[config.mk]
export PLATFORM = sky130hd
export DESIGN_NAME = shs_queue
export DESIGN_NICKNAME = d
export VERILOG_FILES = /design/src/shs_pkg.sv /design/src/shs_queue.sv
export SDC_FILE = /design/constraint.sdc
export NUM_CORES = 1
export LEC_CHECK = 0
export ABC_CLOCK_PERIOD_IN_PS = 2330
export BUFFER_PORTS_ARGS = -buffer_cell sky130_fd_sc_hd__buf_2
export CORE_UTILIZATION = 47
export DETAILED_ROUTE_END_ITERATION = 8
export GPL_ROUTABILITY_DRIVEN = 1
export PLACE_DENSITY = 0.79
export SLEW_MARGIN = 20
export SYNTH_ARGS = -nofsm -noshare
export SYNTH_HDL_FRONTEND = slang
export SYNTH_SLANG_ARGS = --single-unit
[constraint.sdc]
create_clock -name clk -period 2.33 [get_ports clk]
set_input_delay 0.3495 -clock clk [delete_from_list [all_inputs] [get_ports clk]]
set_output_delay 0.3495 -clock clk [all_outputs]
set_load 0.005 [all_outputs]
[src/shs_pkg.sv]
// shared types and constants for the successive halving scheduler
package shs_pkg;

  localparam int HANDLE_W  = 10;
  localparam int STAGE_W   = 4;
  localparam int TIME_W    = 32;
  localparam int IN_SCORE_W = 32;
  localparam logic [STAGE_W-1:0] STAGE_MAX = 4'd15;

  typedef enum logic [1:0] {
    ACT_LOAD   = 2'd0,
    ACT_START  = 2'd1,
    ACT_NEXT   = 2'd2,
    ACT_UPDATE = 2'd3
  } cmd_e_t;

  typedef enum logic [1:0] {
    ST_OK       = 2'd0,
    ST_FINISHED = 2'd1,
    ST_FULL     = 2'd2,
    ST_REJECT   = 2'd3
  } status_t;

  typedef enum logic [0:0] {
    CFG_END_TIME = 1'b0,
    CFG_INTERVAL = 1'b1
  } cfg_idx_t;

  typedef struct packed {
    cmd_e_t                  kind;
    logic [IN_SCORE_W-1:0]   score;
    logic [TIME_W-1:0]       now;
  } cmd_t;

  typedef struct packed {
    status_t                 status;
    logic [HANDLE_W-1:0]     id;
    logic [IN_SCORE_W-1:0]   score;
  } res_t;

  typedef enum logic [4:0] {
    S_IDLE,
    S_EXEC,
    S_LOG,
    S_LEN_DIV,
    S_MODIV,
    S_CHK,
    S_BOUND,
    S_SORT_I,
    S_SORT_KEY,
    S_SORT_J,
    S_SORT_CMP,
    S_SORT_END,
    S_POS_GO,
    S_POS,
    S_POS_RD,
    S_FIN_RD,
    S_UPD_RD,
    S_UPD_WR,
    S_OUT
  } eng_state_t;

endpackage

[src/shs_queue.sv]
// two-entry request queue between front and engine
module shs_queue import shs_pkg::*; (
  input  logic clk,
  input  logic rst_n,
  input  logic push_valid,
  output logic push_ready,
  input  cmd_t push_cmd,
  output logic pop_valid,
  input  logic pop,
  output cmd_t pop_cmd
);

  cmd_t       slot_r [2];
  logic       wp_r, wp_nxt, rp_r, rp_nxt;
  logic [1:0] cnt_r, cnt_nxt;
  logic       do_push, do_pop;

  assign push_ready = (cnt_r != 2'd2);
  assign pop_valid  = (cnt_r != 2'd0);
  assign pop_cmd    = slot_r[rp_r];
  assign do_push    = push_valid && push_ready;
  assign do_pop     = pop && pop_valid;

  always_comb begin
    wp_nxt  = do_push ? !wp_r : wp_r;
    rp_nxt  = do_pop ? !rp_r : rp_r;
    cnt_nxt = cnt_r + 2'(do_push) - 2'(do_pop);
  end

  always_ff @(posedge clk) begin
    if (!rst_n) begin
      wp_r  <= 1'b0;
      rp_r  <= 1'b0;
      cnt_r <= 2'd0;
    end else begin
      wp_r  <= wp_nxt;
      rp_r  <= rp_nxt;
      cnt_r <= cnt_nxt;
    end
    if (do_push) slot_r[wp_r] <= push_cmd;
  end

endmodule

Yosys cells after proc, flatten, opt, wreduce, memory -nomap -nowiden

Memories as Yosys holds them, arrays and structs flattened. A register that Yosys moved wholly into a read port is not among the register bits.
Index checks and enable logic that the tools add are counted.

Add/sub/neg operators: 2
Equality and inequality tests: 1
Mux-type cells: 4
Reductions and logical operators: 5

Operator list:

| operator                              | number |
|---|---|
| two-way mux 1 bit                     | 4 |
| adder 2 x 1 -> 2 bit                  | 1 |
| logical AND 1 bit                     | 2 |
| logical NOT 1 bit                     | 2 |
| != test 2 bit (second input constant) | 1 |
| nonzero test 2 bit                    | 1 |
| subtractor 2 x 1 -> 2 bit             | 1 |

Register bits after elaboration: 4
Memory bits (writable): 132
Memories: 1

Memory list:

| name   | words | bits a word | rd ports | clocked after Yosys merged registers in | write ports | RTL line        | source |
|---|---|---|---|---|---|---|---|
| slot_r | 2     | 66          | 1        | 1                                       | 1           | shs_queue.sv:13 | `cmd_t slot_r [2];` |

Depth between registers and ports, before layout

Depth after elaboration: 4
Mapped depth: 6
Depth with buffers taken out: 6

Worst setup path after synthesis

Ideal clock, no wire load.

Path type: register -> register
From: register cnt_r[0]
To: memory slot_r[0][0] (netlist name), enable pin
Library setup time: 0.420 ns
Data arrival time: 1.969 ns
Data required time: 1.910 ns
Setup slack: -0.059 ns
Cell stages (with the launch flop): 4
Path buffers: 0
Period minus slack after synthesis: 2.389 ns
Cells stage by stage: dfxtp_1 -> nand2b_1 -> nand3b_1 -> inv_1

Cells in the longest elaborated chain, start to end: 4

RTL lines:

| what                                    | RTL line        | source |
|---|---|---|
| from (decl)                             | shs_queue.sv:15 | `logic [1:0] cnt_r, cnt_nxt;` |
| from (signal assigned)                  | shs_queue.sv:38 | `cnt_r <= cnt_nxt;` |
| != test 2 bit                           | shs_queue.sv:18 | `assign push_ready = (cnt_r != 2'd2);` |
| net push_ready                          | shs_queue.sv:6  | `output logic push_ready,` |
| logical AND 1 bit                       | shs_queue.sv:21 | `assign do_push = push_valid && push_ready;` |
| two-way mux 1 bit                       | shs_queue.sv:40 | `if (do_push) slot_r[wp_r] <= push_cmd;` |
| two-way mux 1 bit (not written as such) | shs_queue.sv:40 |  |
| to (decl)                               | shs_queue.sv:13 |  |

The timed path passes the listed nets, and every way through them passes these cells.

==> results.yml <==
drt:
  viasPerCell: 4.853
  wirelength_microns: 8716
  avgRoutedWirePerCell_microns: 15.68
  firstDrtPassIters: 4
  drt_iter0_markers: 97
  final_antenna_net_count: 0
  vias: 2698
  drc: 0
run_status:
  status: "completed"
clock_tree:
  ctsHoldBuffers: 9
  cts_htree_levels: 4
  cts_root_buf: "clkbuf_8"
  clkTransAtPathRegs_ns: 0.06
  cts_tree: "done"
  cts.sinks: 137
  cts_made_buffers: 17
  postCtsSetupBuffers: 0
  worst_skew_pair.late_latency_ns: 0.51
  max-clock-path-buffers: 2
  ctsResizeCount: 0
synth:
  syn_avg_cell_area_sq_um: 22.09
  syn_area_sq_um: 5191
  netlist-cell-type-count: 29
  synthDominantCellAreaShare_pct: 76.36
  synth_warnings: 0
  synth_flop_cell: "edfxtp_1"
  ys_top_cells_by_area: "edfxtp_1, mux2_4, mux2_1"
  netlist_top_cells_count: "edfxtp_1, mux2_4, mux2_1"
  synthCells: 235
  yosys.cell_count.top_type: "edfxtp_1"
  synth_edf_count: 132
  ys_ff_latch: 137
  synthesis.nets: 306
  async_flop_share_pct: 0
  ys_seq_area_share_pct: 78.28
  post-synth-top-area-cell: "edfxtp_1"
sta:
  fin_tns_setup_ns: 0
  finalSetupViolCount: 0
  max_freq_mhz: 467.3
  skew_ns: 0.009265
  fin_crit_sh_pct: 91.85
  grt_setup_unrepaired: "false"
  relSlewSlack_pct: 69.21
  layout_setup_ws_ns: 0.1899
  worst_slew_pin_slew_ns: 0.4619
  fin_crit_ns: 2.140
  holdWs_ns: 0.02168
  slew_violations: 0
  hold_violations: 0
place:
  routabilityCongestion: 0.6718
  port_buffers: 137
  place_area_sq_um: 6083
  pre_cts_ws_ns: 0.7042
  dp_hpwl_microns: 5599
floorplanning:
  fp-row-count: 38
  core_sq_um: 10790
  design.portCount: 138
  die_h_microns: 107.1
  initial_core_util_pct: 48.10
  die_w_microns: 107.1
  die_area_sq_um: 11470
critical_path:
  required_ns: 1.98
  worstSetupPathType: "reg2out"
  endpoint_kind: "primary output"
  start_kind: "flop"
  regToRegSetupSlack_ns: 0.69
  arrival_ns: 1.79
  path_max_fanout: 31
global_route:
  grt_usage_pct: 15.87
  grt_start_max_net_pins: 46
  grt_pass1_vias: 2721
  antenna_found_initial: 0
  grt_pass1_wl_microns: 13120
  grt_overflow: 0
final_layout:
  antenna_cells: 0
  fill_cells: 772
  multi_input_area_sq_um: 1061
  regArea_sq_um: 4068
  drive_above_1_share_pct: 51.92
  fin_nets: 475
  fin_area_sq_um: 6734
  area_delta_synth_final_pct: 29.72
power_and_ir_drop:
  powerDensity_nw_per_um2: 986.9
  peakVddDrop_uv: 484.4
  p_leak_nw: 2.618
run:
  maxCapViolCount: 0
worst_hold_path:
  min_path_type: "in2reg"
logic make-up after synthesis:
group,count (synthesis),synth area share [%]
flip-flops,137,78.28
AND/OR/NAND/NOR,15,1.905
adder cells (fa/ha/maj),1,0.2410
XOR/XNOR,1,0.1687
AO/OA/AOI/OAI,6,0.8433
buffers and inverters,9,1.350
multiplexers,66,17.21
placed cells by master (no fill, tap or decap), types with 3 or more instances in the layout:
| cell | count |
|---|---|
| buf_2 | 137 |
| edfxtp_1 | 132 |
| mux2_4 | 40 |
| mux2_1 | 24 |
| clkbuf_16 | 16 |
| dlygate4sd3_1 | 14 |
| clkbuf_1 | 5 |
| nor2_1 | 4 |
| dfxtp_1 | 4 |
| clkinv_2 | 3 |
| buf_12 | 3 |
| buf_4 | 3 |
stage by stage:
step | instances | power, mW | utilization (%)
CTS | 551 | 6.717 | 61.93
global placement | 511 | 4.360 | 56.36
floorplan | 235 | 3.910 | -
finish | 556 | 6.646 | 62.39
detailed placement | 511 | 4.399 | 56.36
global route | 556 | 6.943 | 62.39
critical path: stages (launching register included):
cell and delay (ns):
dfxtp_4 0.35, buf_4 0.41, mux2_2 0.38, buf_2 0.12
where the power goes:
group,switching (mW),internal (mW)
Clock,0.907,1.40
Sequential,0.0783,3.00
Combinational,0.565,0.706
flip-flops by register name, summed over array words and instances (netlist names), named ones only:
register / cells
rp_r: 1
slot_r: 132
wp_r: 1
cnt_r: 2
path summary, 6_finish.rpt:
| path | from | end | cells past startpoint |
|---|---|---|---|
| worst max register to register | cnt_r[1] | cnt_r[1] | 6 |
| worst max-delay path | flop | pop_cmd[10] | 3 |
| worst min register to register | rp_r | rp_r | 2 |
| worst min-delay path | push_cmd[14] | slot_r[1][14] | 1 |
final cells by class:
| type | instances | area share [%] |
|---|---|---|
| Sequential cell | 137 | 60.41 |
| Tap cell | 140 | 2.601 |
| Clock inverter | 9 | 1.152 |
| Timing Repair Buffer | 157 | 13.49 |
| Multi-Input combinational cell | 89 | 15.76 |
| Clock buffer | 22 | 6.429 |
| Inverter | 2 | 0.1672 |
metal layers:
metal | vias up | part of all wire (%) | track usage [%]
met5 | - | 0 | 0
met3 | 13 | 6.7 | 5.836
met4 | 0 | 1.4 | 7.632
li1 | 1278 | - | -
met2 | 97 | 51 | 26.77
met1 | 1310 | 41 | 17.78
Power figures use the tool's default switching activity.
