File: src/shs_pkg.sv
// shared types and constants for the successive halving scheduler
package shs_pkg;

  localparam int HANDLE_W  = 10;
  localparam int STAGE_W   = 4;
  localparam int TIME_W    = 32;
  localparam int IN_SCORE_W = 32;
  localparam logic [STAGE_W-1:0] STAGE_MAX = 4'd15;

  typedef enum logic [1:0] {
    ACT_LOAD   = 2'd0,
    ACT_START  = 2'd1,
    ACT_NEXT   = 2'd2,
    ACT_UPDATE = 2'd3
  } cmd_e_t;

  typedef enum logic [1:0] {
    ST_OK       = 2'd0,
    ST_FINISHED = 2'd1,
    ST_FULL     = 2'd2,
    ST_REJECT   = 2'd3
  } status_t;

  typedef enum logic [0:0] {
    CFG_END_TIME = 1'b0,
    CFG_INTERVAL = 1'b1
  } cfg_idx_t;

  typedef struct packed {
    cmd_e_t                  kind;
    logic [IN_SCORE_W-1:0]   score;
    logic [TIME_W-1:0]       now;
  } cmd_t;

  typedef struct packed {
    status_t                 status;
    logic [HANDLE_W-1:0]     id;
    logic [IN_SCORE_W-1:0]   score;
  } res_t;

  typedef enum logic [4:0] {
    S_IDLE,
    S_EXEC,
    S_LOG,
    S_LEN_DIV,
    S_MODIV,
    S_CHK,
    S_BOUND,
    S_SORT_I,
    S_SORT_KEY,
    S_SORT_J,
    S_SORT_CMP,
    S_SORT_END,
    S_POS_GO,
    S_POS,
    S_POS_RD,
    S_FIN_RD,
    S_UPD_RD,
    S_UPD_WR,
    S_OUT
  } eng_state_t;

endpackage

File: src/shs_front.sv
// input stage: takes requests, classifies the action and pushes them to the queue
module shs_front import shs_pkg::*; (
  input  logic        clk,
  input  logic        rst_n,
  input  logic        in_valid,
  output logic        in_ready,
  input  logic [1:0]  in_action,
  input  logic [31:0] in_score,
  input  logic [31:0] in_now,
  output logic        push_valid,
  input  logic        push_ready,
  output cmd_t        push_cmd
);

  logic valid_r, valid_nxt;
  cmd_t cmd_r, cmd_nxt;

  assign in_ready   = !valid_r || push_ready;
  assign push_valid = valid_r;
  assign push_cmd   = cmd_r;

  always_comb begin
    valid_nxt = valid_r;
    cmd_nxt   = cmd_r;
    if (push_ready) valid_nxt = 1'b0;
    if (in_valid && in_ready) begin
      valid_nxt     = 1'b1;
      // every 2-bit code is a valid action
      cmd_nxt.kind  = cmd_e_t'(in_action);
      cmd_nxt.score = in_score;
      cmd_nxt.now   = in_now;
    end
  end

  always_ff @(posedge clk) begin
    if (!rst_n) valid_r <= 1'b0;
    else        valid_r <= valid_nxt;
    cmd_r <= cmd_nxt;
  end

endmodule

File: config.mk
export PLATFORM = sky130hd
export DESIGN_NAME = shs_front
export DESIGN_NICKNAME = d
export VERILOG_FILES = /design/src/shs_pkg.sv /design/src/shs_front.sv
export SDC_FILE = /design/constraint.sdc
export NUM_CORES = 1
export LEC_CHECK = 0
export BUFFER_PORTS_ARGS = -buffer_cell sky130_fd_sc_hd__buf_2
export CAP_MARGIN = 20
export CORE_AREA = 2 2 77 79
export CTS_BUF_LIST = sky130_fd_sc_hd__clkbuf_2 sky130_fd_sc_hd__clkbuf_4 sky130_fd_sc_hd__clkbuf_8
export CTS_CLUSTER_DIAMETER = 40
export DETAILED_ROUTE_END_ITERATION = 10
export DIE_AREA = 0 0 79 81
export GPL_ROUTABILITY_DRIVEN = 0
export PLACE_DENSITY = 0.72
export SLEW_MARGIN = 20
export SYNTH_ARGS = -nofsm -noshare
export SYNTH_HDL_FRONTEND = slang
export SYNTH_SLANG_ARGS = --single-unit
export TNS_END_PERCENT = 1
File: constraint.sdc
create_clock -name clk -period 1.44 [get_ports clk]
set_clock_uncertainty 0.05 [all_clocks]
set_input_delay 0 -clock clk [delete_from_list [all_inputs] [get_ports clk]]
set_output_delay 0 -clock clk [all_outputs]
set_load 0.01 [all_outputs]
# After elaboration in Yosys (flattened, before gate mapping)
# Index checks and enable logic that the tools add are counted.
[totals]
reg_bits = 67
in_bits = 70
output_inout_bits = 68
wordCells = 10
[op_classes]
mux = 2
reduce_logical = 4
[op_table]
columns = ["op", "n"]
rows = [
  ["$mux W1", 2],
  ["$reduce_bool A2 Y1", 1],
  ["$logic_and A1 B1 Y1", 1],
  ["$logic_not A1 Y1", 1],
  ["$logic_or A1 B1 Y1", 1],
]

# Depth between registers and ports, before layout
# Gate-level depths: netlist (run 1).
[logic_depth]
depth_word = 4
mapped_depth = 2
mapped_depth_nobuf = 2

# Worst setup path after synthesis (run 1)
# No wires, ideal clock.
[synth_timing]
path_type = "register to register"
start = "register valid_r (netlist: push_valid)"
end = "register cmd_r, in the netlist push_cmd[0] (enable)"
setup_time_ps = 377
arrival_time_ps = 1016
required_ps = 1013
slack_ps = -3
stages_incl_launch_ff = 3
n_path_buf = 0
period_less_slack_ps = 1443
path_cell_list = "dfxtp_1 > nand2b_4 > and2_4"
[synth_via]
elab_chain_len = 3
[synth_rtl]
columns = ["item", "line", "rtl"]
rows = [
  ["start: declaration", "shs_front.sv:15", "logic valid_r, valid_nxt;"],
  ["start signal: assignment", "shs_front.sv:37", "else valid_r <= valid_nxt;"],
  ["$logic_not A1 Y1", "shs_front.sv:18", "assign in_ready = !valid_r || push_ready;"],
  ["$logic_or A1 B1 Y1", "shs_front.sv:18", ""],
  ["via in_ready", "shs_front.sv:6", "output logic in_ready,"],
  ["$logic_and A1 B1 Y1", "shs_front.sv:26", "if (in_valid && in_ready) begin"],
  ["end signal: assignment", "shs_front.sv:38", "cmd_r <= cmd_nxt;"],
  ["end: declaration", "shs_front.sv:16", "cmd_t cmd_r, cmd_nxt;"],
]
# The timed path passes the listed nets, and every way through them passes these cells.
# A chain may end at the register's enable or synchronous reset.

# Worst setup path in the final report (run 1)
[layout_timing]
start = "register valid_r (netlist: push_valid)"
end = "register cmd_r, in the netlist push_cmd[39] (enable)"
[layout_via]
elab_chain_len = 3
[layout_rtl]
columns = ["item", "line"]
rows = [
  ["$logic_not A1 Y1", "shs_front.sv:18"],
  ["$logic_or A1 B1 Y1", "shs_front.sv:18"],
  ["$logic_and A1 B1 Y1", "shs_front.sv:26"],
]
# No other way between the ends.

==> results of run 1 <==
how the worst max path moves through the flow:
stage / from / endpoint / slack [ps] / cells past startpoint
finish: push_valid / push_cmd[39] / 170 / 3
CTS: push_valid / push_cmd[30] / 170 / 3
floorplan: push_valid / push_cmd[0] / 30 / 2
global route: push_valid / push_cmd[39] / 110 / 3
detailed placement: push_valid / push_cmd[3] / 180 / 3
global placement: push_valid / push_cmd[20] / 210 / 3
layout by cell type (no fill, tap or decap):
cell,Yosys,routed
and2_4,1,1
clkinv_2,0,1
dlygate4sd3_1,0,68
buf_12,0,2
clkinvlp_4,0,2
clkbuf_8,0,9
inv_1,1,1
a21boi_2,1,1
clkinv_4,0,1
clkinv_1,0,1
edfxtp_1,66,66
bufinv_16,0,2
dfxtp_2,0,1
nand2b_4,1,1
buf_2,0,137
critical path, cell delays in order, from the launching register on:
cell and delay [ps]:
dfxtp_2 340, nand2b_4 70, and2_4 270, buf_12 230
cell type report:
class	count	area [um2]
flip-flops and latches	67	2003
inverters	1	3.754
clock inverters	7	92.59
repair buffers	207	1406
multi-input cells	3	33.78
clock buffers	9	123.9
well taps	75	93.84
fillers	400	1918
sequential cells by signal, summed over array words and instances, names as in the netlist:
signal / flops
push_cmd: 66
push_valid: 1
cell usage after synthesis (all sizes together):
cell	instances	area, um2
nand2b	1	13.76
and2	1	8.760
inv	1	3.750
dfxtp	1	20.02
edfxtp	66	1982
a21boi	1	11.26
power by group:
group	internal [mW]	switching (mW)	total (mW)
logic	0.276	0.210	0.486
registers	2.28	0.0300	2.31
clock network	0.968	0.685	1.65
cells by family after synthesis:
logic type             synth area share
and+or+nand+nor                 0.01104
buffers and inverters          0.001839
DFF                              0.9816
AOI/OAI and AO/OA              0.005521
stage by stage:
stage / util / hold WS, ps / instance area, um2
global placement: 0.5040 / 126.0 / 2860
detailed placement: 0.5040 / 128.1 / 2860
CTS: 0.6620 / 244.1 / 3757
global route: 0.6620 / 247.2 / 3757
finish: 0.6620 / 263.4 / 3757
floorplan: - / 48.87 / 2041
layer usage:
layer  part of all wire  wire [um]  vias up  track usage
met5                  0          0        -            0
met4              0.010         57        0      0.06724
met2               0.54       3066       92       0.3203
li1                   -          -      720            -
met1               0.36       2048      723       0.1830
met3              0.096        550        4      0.09444
==> impl_metrics.py, run 1 <==
metrics = {
    "run_status": {
        "status": "finished, final reports clean",
    },
    "finish": {
        "nets": 359,
        "final_layout_size_suffix_gt1_frac": 0.5374,
        "finalNonFillerCells": 369,
        "n_antenna_cell": 0,
        "area_growth_syn_to_layout_pct": 84.23,
    },
    "job": {
        "drv_cap": 0,
    },
    "synthesis": {
        "syn_inst": 71,
        "synth_nets": 141,
        "ys_seq_elements": 67,
        "synth.avg_cell_area_um2": 28.72,
        "syn-cell-area_um2": 2039,
        "yosys_warnings": 0,
        "ys_seq_area_frac": 0.9816,
        "synth_cell_types": 6,
    },
    "pwr": {
        "peakVddDrop_mv": 1.041,
        "p_total_mw": 4.447,
        "power_density_nw_per_um2": 1183,
        "p_leak_nw": 1.613,
    },
    "sta": {
        "setup_viol": 0,
        "maxSlewViolCount": 0,
        "min_period_ps": 1272,
        "layout_setup_ws_ps": 167.6,
        "fin_tns_setup_ps": 0,
        "finalCritPeriodShare": 0.8836,
        "max_slew_margin": 0.8573,
        "worst_pin_slew_ps": 214.1,
        "hold_viol": 0,
        "grt_setup_unrepaired": "false",
        "clock.fmax_ghz": 0.7859,
    },
    "setup_path": {
        "rr_worst_depth": 3,
        "critical_path_class": "register to register",
        "crit_fanout": 28,
        "critical_path_arrival_ps": 1240,
        "startpoint_type": "register",
        "r2r_end": "push_cmd[39]",
        "endpoint_kind": "register",
        "r2r-start": "push_valid",
        "rrSetupSlack_ps": 170,
        "worstPathRequired_ps": 1410,
    },
    "drt": {
        "vias": 1539,
        "drtPass1Iterations": 4,
        "final_antenna_net_count": 0,
        "drt_iter0_markers": 52,
        "route.final.wire_length_mm": 5.722,
        "drc": 0,
        "wl_per_cell_um": 15.51,
        "detail_route.vias_per_cell": 4.171,
    },
    "clocking": {
        "numCtsBuffers": 9,
        "cts-root-buf": "clkbuf_8",
        "post_cts_resized": 0,
        "clock_latency_ps": 320,
        "post-cts-setup-buffer-count": 0,
        "cts_hold_buf": 68,
        "cts_tree": "yes",
        "htreeDepth": 3,
        "path_clk_slew_ps": 70,
        "clock_path_buffers": 2,
        "clock-sinks": 67,
    },
    "floorplan": {
        "core_area_um2": 5675,
        "rows": 28,
        "die_h_um": 81,
        "initial_utilization": 0.3593,
        "fp.dieW_um": 79,
        "die-area_um2": 6399,
        "top_level_ports": 138,
    },
    "worst_hold_path": {
        "min_from": "push_ready",
        "holdPathStages": 3,
        "hold_class": "input port to register",
        "holdPathEnd": "push_cmd[0]",
    },
    "grt": {
        "grt_overflow": 0,
        "grt_pass1_wl_mm": 8.176,
        "grt_pass1_vias": 1693,
        "grtUsageTotal": 0.1814,
        "antenna_found_initial": 0,
        "grt_max_degree": 29,
    },
    "place": {
        "preCtsSetupSlack_ps": 181.0,
        "dp.cells": 285,
        "hpwl_mm": 3.020,
        "portBuffers": 137,
    },
}
No activity file was read; power rests on OpenSTA's default activity.
==> inputs of run 2 (changes only) <==
Settings changed: BUFFER_PORTS_ARGS -buffer_cell sky130_fd_sc_hd__buf_2 to default, CELL_PAD_IN_SITES_DETAIL_PLACEMENT from default to 1, CELL_PAD_IN_SITES_GLOBAL_PLACEMENT from default to 1, CORE_AREA 2 2 77 79 to 2 2 70 72, DIE_AREA 0 0 79 81 to 0 0 72 74, DONT_BUFFER_PORTS from default to 1, PLACE_DENSITY 0.72 to 0.71.
==> run 2 against run 1 <==
Against the previous run:
- register-to-register slack got worse by 20 ps
- sequential share of layout area increased by 12 points
- flip-flop and latch count unchanged
- fmax decreased by 1.6%
- die area decreased by 17%
- design area decreased by 19%
- worst hold slack got worse by 180 ps
- setup slack got worse by 20 ps
- combinational power decreased by 54%
- global-route usage decreased by 1.6 points
- cell count decreased by 43%
- non-clock buffer count decreased by 136
- critical endpoint is now push_valid
- highest routed layer unchanged
==> impl_metrics.py, run 2 (same netlist as run 1, synthesis figures left out) <==
metrics = {
    "grt": {
        "grt_use_met1": 0.1581,
        "antenna_found_initial": 0,
        "grt_pass1_wl_mm": 5.989,
        "grt_max_degree": 27,
        "grt_overflow": 0,
        "grt_pass1_vias": 1146,
        "busiest_layer": "met2",
        "grtUsageMet3": 0.05556,
        "grt_util_met2": 0.3014,
        "grtUsageTotal": 0.1659,
    },
    "drt": {
        "final_antenna_net_count": 0,
        "drc": 0,
        "route.final.wire_length_mm": 4.283,
        "detail_route.vias_per_cell": 4.774,
        "wl_per_cell_um": 20.20,
        "drtPass1Iterations": 2,
        "vias": 1012,
        "drt_iter0_markers": 34,
    },
    "sta": {
        "worst_pin_slew_ps": 168.7,
        "finalCritPeriodShare": 0.8975,
        "max_slew_margin": 0.8875,
        "hold_viol": 0,
        "setup_viol": 0,
        "maxSlewViolCount": 0,
        "min_period_ps": 1292,
        "grt_setup_unrepaired": "false",
        "fin_tns_setup_ps": 0,
        "clock.fmax_ghz": 0.7737,
    },
    "finish": {
        "most-common-layout-cells": "dlygate4sd3_1, edfxtp_1, clkbuf_8",
        "final_layout_size_suffix_gt1_frac": 0.1329,
        "nFillCells": 364,
        "finalNonFillerCells": 212,
        "largest_reg_flops": 66,
        "mostFrequentLayoutCell": "dlygate4sd3_1",
        "n_antenna_cell": 0,
        "area_growth_syn_to_layout_pct": 49.45,
        "nets": 223,
    },
    "clocking": {
        "clock-sinks": 67,
        "htreeDepth": 3,
        "numCtsBuffers": 9,
        "clock_latency_ps": 320,
        "cts_tree": "yes",
        "clock_path_buffers": 2,
        "post_cts_resized": 0,
        "path_clk_slew_ps": 60,
        "cts-root-buf": "clkbuf_8",
        "post-cts-setup-buffer-count": 0,
    },
    "place": {
        "portBuffers": 0,
        "dp.cells": 128,
        "hpwl_mm": 2.499,
    },
    "floorplan": {
        "initial_utilization": 0.4435,
        "top_level_ports": 138,
        "fp.dieW_um": 72,
        "rows": 25,
        "die-area_um2": 5328,
        "core_area_um2": 4598,
        "die_h_um": 74,
    },
    "setup_path": {
        "endpoint_kind": "register",
        "cp-startpoint": "push_valid",
        "worstPathRequired_ps": 1650,
        "rrSetupSlack_ps": 150,
        "crit_fanout": 3,
        "critical_path_arrival_ps": 1500,
        "startpoint_type": "register",
        "rr_worst_depth": 3,
        "r2r-start": "push_valid",
        "critPathCapture": "push_valid",
        "critical_path_class": "register to register",
        "r2r_end": "push_valid",
    },
    "run_status": {
        "status": "finished, final reports clean",
    },
    "pwr": {
        "peakVddDrop_mv": 0.7649,
        "power_density_nw_per_um2": 1391,
        "p_leak_nw": 1.081,
    },
    "job": {
        "drv_cap": 0,
    },
    "worst_hold_path": {
        "hold_class": "input port to output port",
    },
}
run 2: repair_timing:
item	4_1_cts	5_1_grt
hold endpoints to repair	67	0
hold buffers	68	0
endpoints found under the setup margin	0	0
run 2: critical path: stages (launching register included):
cell and delay, ps:
dfxtp_2 390, nand2b_4 90, a21boi_2 150, dlygate4sd3_1 560
run 2: per-stage QoR:
step / util / cell area [um2] / worst slack (ps) / hold WS, ps / power (mW)
3_5_place_dp: 0.4688 / 2156 / 245.8 / 48.91 / 2.503
4_1_cts: 0.6629 / 3048 / 186.3 / 78.15 / 4.255
5_1_grt: 0.6629 / 3048 / 99.19 / 90.09 / 4.381
2_1_floorplan: - / 2041 / 26.86 / 48.87 / 2.455
6_report: 0.6629 / 3048 / 147.6 / 80.91 / 4.240
3_3_place_gp: 0.4688 / 2156 / 254.2 / 48.92 / 2.499
run 2: layout make-up:
class / instances / area [um2] / share of cell area
flip-flops and latches: 67 / 2003 / 0.6572
repair buffers: 71 / 728.2 / 0.2389
clock buffers: 10 / 131.4 / 0.04310
clock inverters: 6 / 80.08 / 0.02627
well taps: 54 / 67.56 / 0.02217
multi-input cells: 3 / 33.78 / 0.01108
inverters: 1 / 3.754 / 0.001232
run 2: where the power goes:
| group | switching [mW] | internal [mW] | leakage, nW |
|---|---|---|---|
| Combinational | 0.0794 | 0.146 | 0.329 |
| Clock | 0.648 | 0.980 | 0.105 |
| Sequential | 0.102 | 2.29 | 0.647 |
| Total | 0.829 | 3.41 | 1.08 |
run 2: metal layers:
layer / share of wire / vias to the layer above / wire [um]
li1: - / 450 / -
met1: 0.34 / 466 / 1438
met2: 0.56 / 87 / 2382
met3: 0.088 / 9 / 375
met4: 0.020 / 0 / 87
met5: 0 / - / 0
run 2: how the worst min path moves through the flow:
stage / cells after the start / slack [ps] / endpoint / startpoint
global placement: 0 / 50 / push_cmd[27] / in_now[27]
detailed placement: 0 / 50 / push_cmd[58] / in_score[26]
floorplan: 0 / 50 / push_cmd[0] / in_now[0]
global route: 1 / 90 / in_ready / push_ready
CTS: 1 / 80 / in_ready / push_ready
finish: 1 / 80 / in_ready / push_ready
==> inputs of run 3 (changes only) <==
Settings changed: PLACE_DENSITY 0.71 to default, PLACE_DENSITY_LB_ADDON from default to 0.1.
==> run 3 against run 2 <==
Against the previous run:
- cell count fell by 0.47%
- first-iteration DRC count rose by 44%
- setup slack improved by 39 ps
- fmax rose by 3.1%
- critical path type unchanged
- combinational power barely moved
- clock-buffer cell count rose by 6
==> impl_metrics.py, run 3 (same netlist as run 1, synthesis figures left out) <==
metrics = {
    "setup_path": {
        "endpoint_kind": "register",
        "worstPathRequired_ps": 1650,
        "worst_path_max_delay_cell": "dlygate4sd3_1",
        "critPathCapture": "push_valid",
        "startpoint_type": "register",
        "cp.depth": 3,
        "path_buf_inv": 1,
        "critical_path_arrival_ps": 1460,
        "worstPathCellList": "nand2b_4 > a21boi_2 > dlygate4sd3_1",
        "r2r-start": "push_valid",
        "rrSetupSlack_ps": 190,
        "critical_path_class": "register to register",
        "rr_worst_depth": 3,
        "r2r_end": "push_valid",
        "cp-startpoint": "push_valid",
        "crit_family": "buffers and inverters",
        "crit_fanout": 3,
        "cpPeakStageDelay_ps": 550,
    },
    "clocking": {
        "cts_tree": "yes",
        "numCtsBuffers": 9,
        "cts-root-buf": "clkbuf_8",
        "clock_path_buffers": 2,
        "htreeDepth": 3,
        "path_clk_slew_ps": 60,
        "clock-sinks": 67,
        "clock_latency_ps": 320,
    },
    "drt": {
        "route.final.wire_length_mm": 4.406,
        "detail_route.vias_per_cell": 4.815,
        "drc": 0,
        "drt_iter0_markers": 49,
        "final_antenna_net_count": 0,
        "wl_per_cell_um": 20.88,
        "drtPass1Iterations": 4,
        "vias": 1016,
    },
    "floorplan": {
        "fp.dieW_um": 72,
        "initial_utilization": 0.4435,
        "core_area_um2": 4598,
        "die-area_um2": 5328,
        "die_h_um": 74,
        "rows": 25,
        "top_level_ports": 138,
    },
    "sta": {
        "min_period_ps": 1254,
        "worst_pin_slew_ps": 177.9,
        "grt_setup_unrepaired": "false",
        "hold_slack_ps": 82.15,
        "maxSlewViolCount": 0,
        "hold_viol": 0,
        "fin_tns_setup_ps": 0,
        "finalCritPeriodShare": 0.8707,
        "setup_viol": 0,
        "max_slew_margin": 0.8814,
        "clock.fmax_ghz": 0.7976,
    },
    "finish": {
        "fin_util": 0.6550,
        "finalNonFillerCells": 211,
        "final_layout_size_suffix_gt1_frac": 0.1401,
        "most-common-layout-cells": "dlygate4sd3_1, edfxtp_1, clkbuf_8",
        "nets": 222,
        "largest_reg_flops": 66,
        "nFillCells": 383,
        "mostFrequentLayoutCell": "dlygate4sd3_1",
        "n_antenna_cell": 0,
        "area_growth_syn_to_layout_pct": 47.67,
    },
    "pwr": {
        "peakVddDrop_mv": 0.7124,
        "p_total_mw": 3.999,
        "p_leak_nw": 1.071,
        "power_density_nw_per_um2": 1328,
    },
    "grt": {
        "grt_overflow": 0,
        "grt_max_degree": 34,
        "grtUsageTotal": 0.1730,
        "antenna_found_initial": 0,
        "grt_pass1_wl_mm": 6.272,
        "grt_pass1_vias": 1111,
    },
    "place": {
        "dp.cells": 127,
        "portBuffers": 0,
    },
    "worst_hold_path": {
        "hold_class": "input port to output port",
    },
    "run_status": {
        "status": "finished, final reports clean",
    },
    "job": {
        "drv_cap": 0,
    },
}
==> run 3: cell count changes in the layout (fill, tap and decap cells not counted) <==
| cell | previous run | this run |
|---|---|---|
| clkbuf_4 | 1 | 6 |
| buf_4 | 1 | 0 |
| clkinvlp_4 | 1 | 0 |
| clkinv_2 | 1 | 0 |
| clkbuf_8 | 9 | 10 |
| bufinv_16 | 2 | 0 |
| clkinv_1 | 2 | 0 |
==> run 3: report_power, final <==
part,switching (mW),internal (mW)
logic,0.0813,0.144
clock network,0.595,0.791
registers,0.101,2.29
==> run 3: layout make-up <==
cell class,count,area (um2),share of cell area
Sequential cell,67,2003,0.6651
Clock buffer,16,182.7,0.06066
Multi-Input combinational cell,3,33.78,0.01122
Inverter,1,3.754,0.001246
Timing Repair Buffer,70,720.7,0.2393
Tap cell,54,67.56,0.02243
==> run 3: worst register-to-register path, stage by stage, from the launching register on <==
cell           delay, ps
dfxtp_2              380
nand2b_4              90
a21boi_2             130
dlygate4sd3_1        550
==> run 3: through the flow <==
stage	worst slack (ps)	instance area, um2
global route	128.7	3012
detailed placement	247.4	2148
floorplan	26.86	2041
finish	186.2	3012
global placement	268.9	2148
CTS	199.8	3012
==> run 3: per-layer routing <==
layer  GRT usage  wire (um)  vias up
li1            -          -      445
met1      0.1682       1455      480
met2      0.3004       2430       82
met3     0.07859        442        9
met4      0.1090         78        0
met5           0          0        -
==> run 3: what timing repair did <==
item / in CTS / in global routing
setup buffers: 0 / 0
gates resized for setup: 0 / 0
endpoints found under the hold margin: 67 / 0
hold buffers: 68 / 0
==> run 3: how the worst min path moves through the flow <==
stage	to	startpoint	cells after the start	slack (ps)
after floorplan	push_cmd[0]	in_now[0]	0	50
after global placement	push_cmd[26]	in_now[26]	0	50
after detailed placement	push_cmd[43]	in_score[11]	0	50
after CTS	in_ready	push_ready	1	80
after global routing	in_ready	push_ready	1	90
final	in_ready	push_ready	1	80
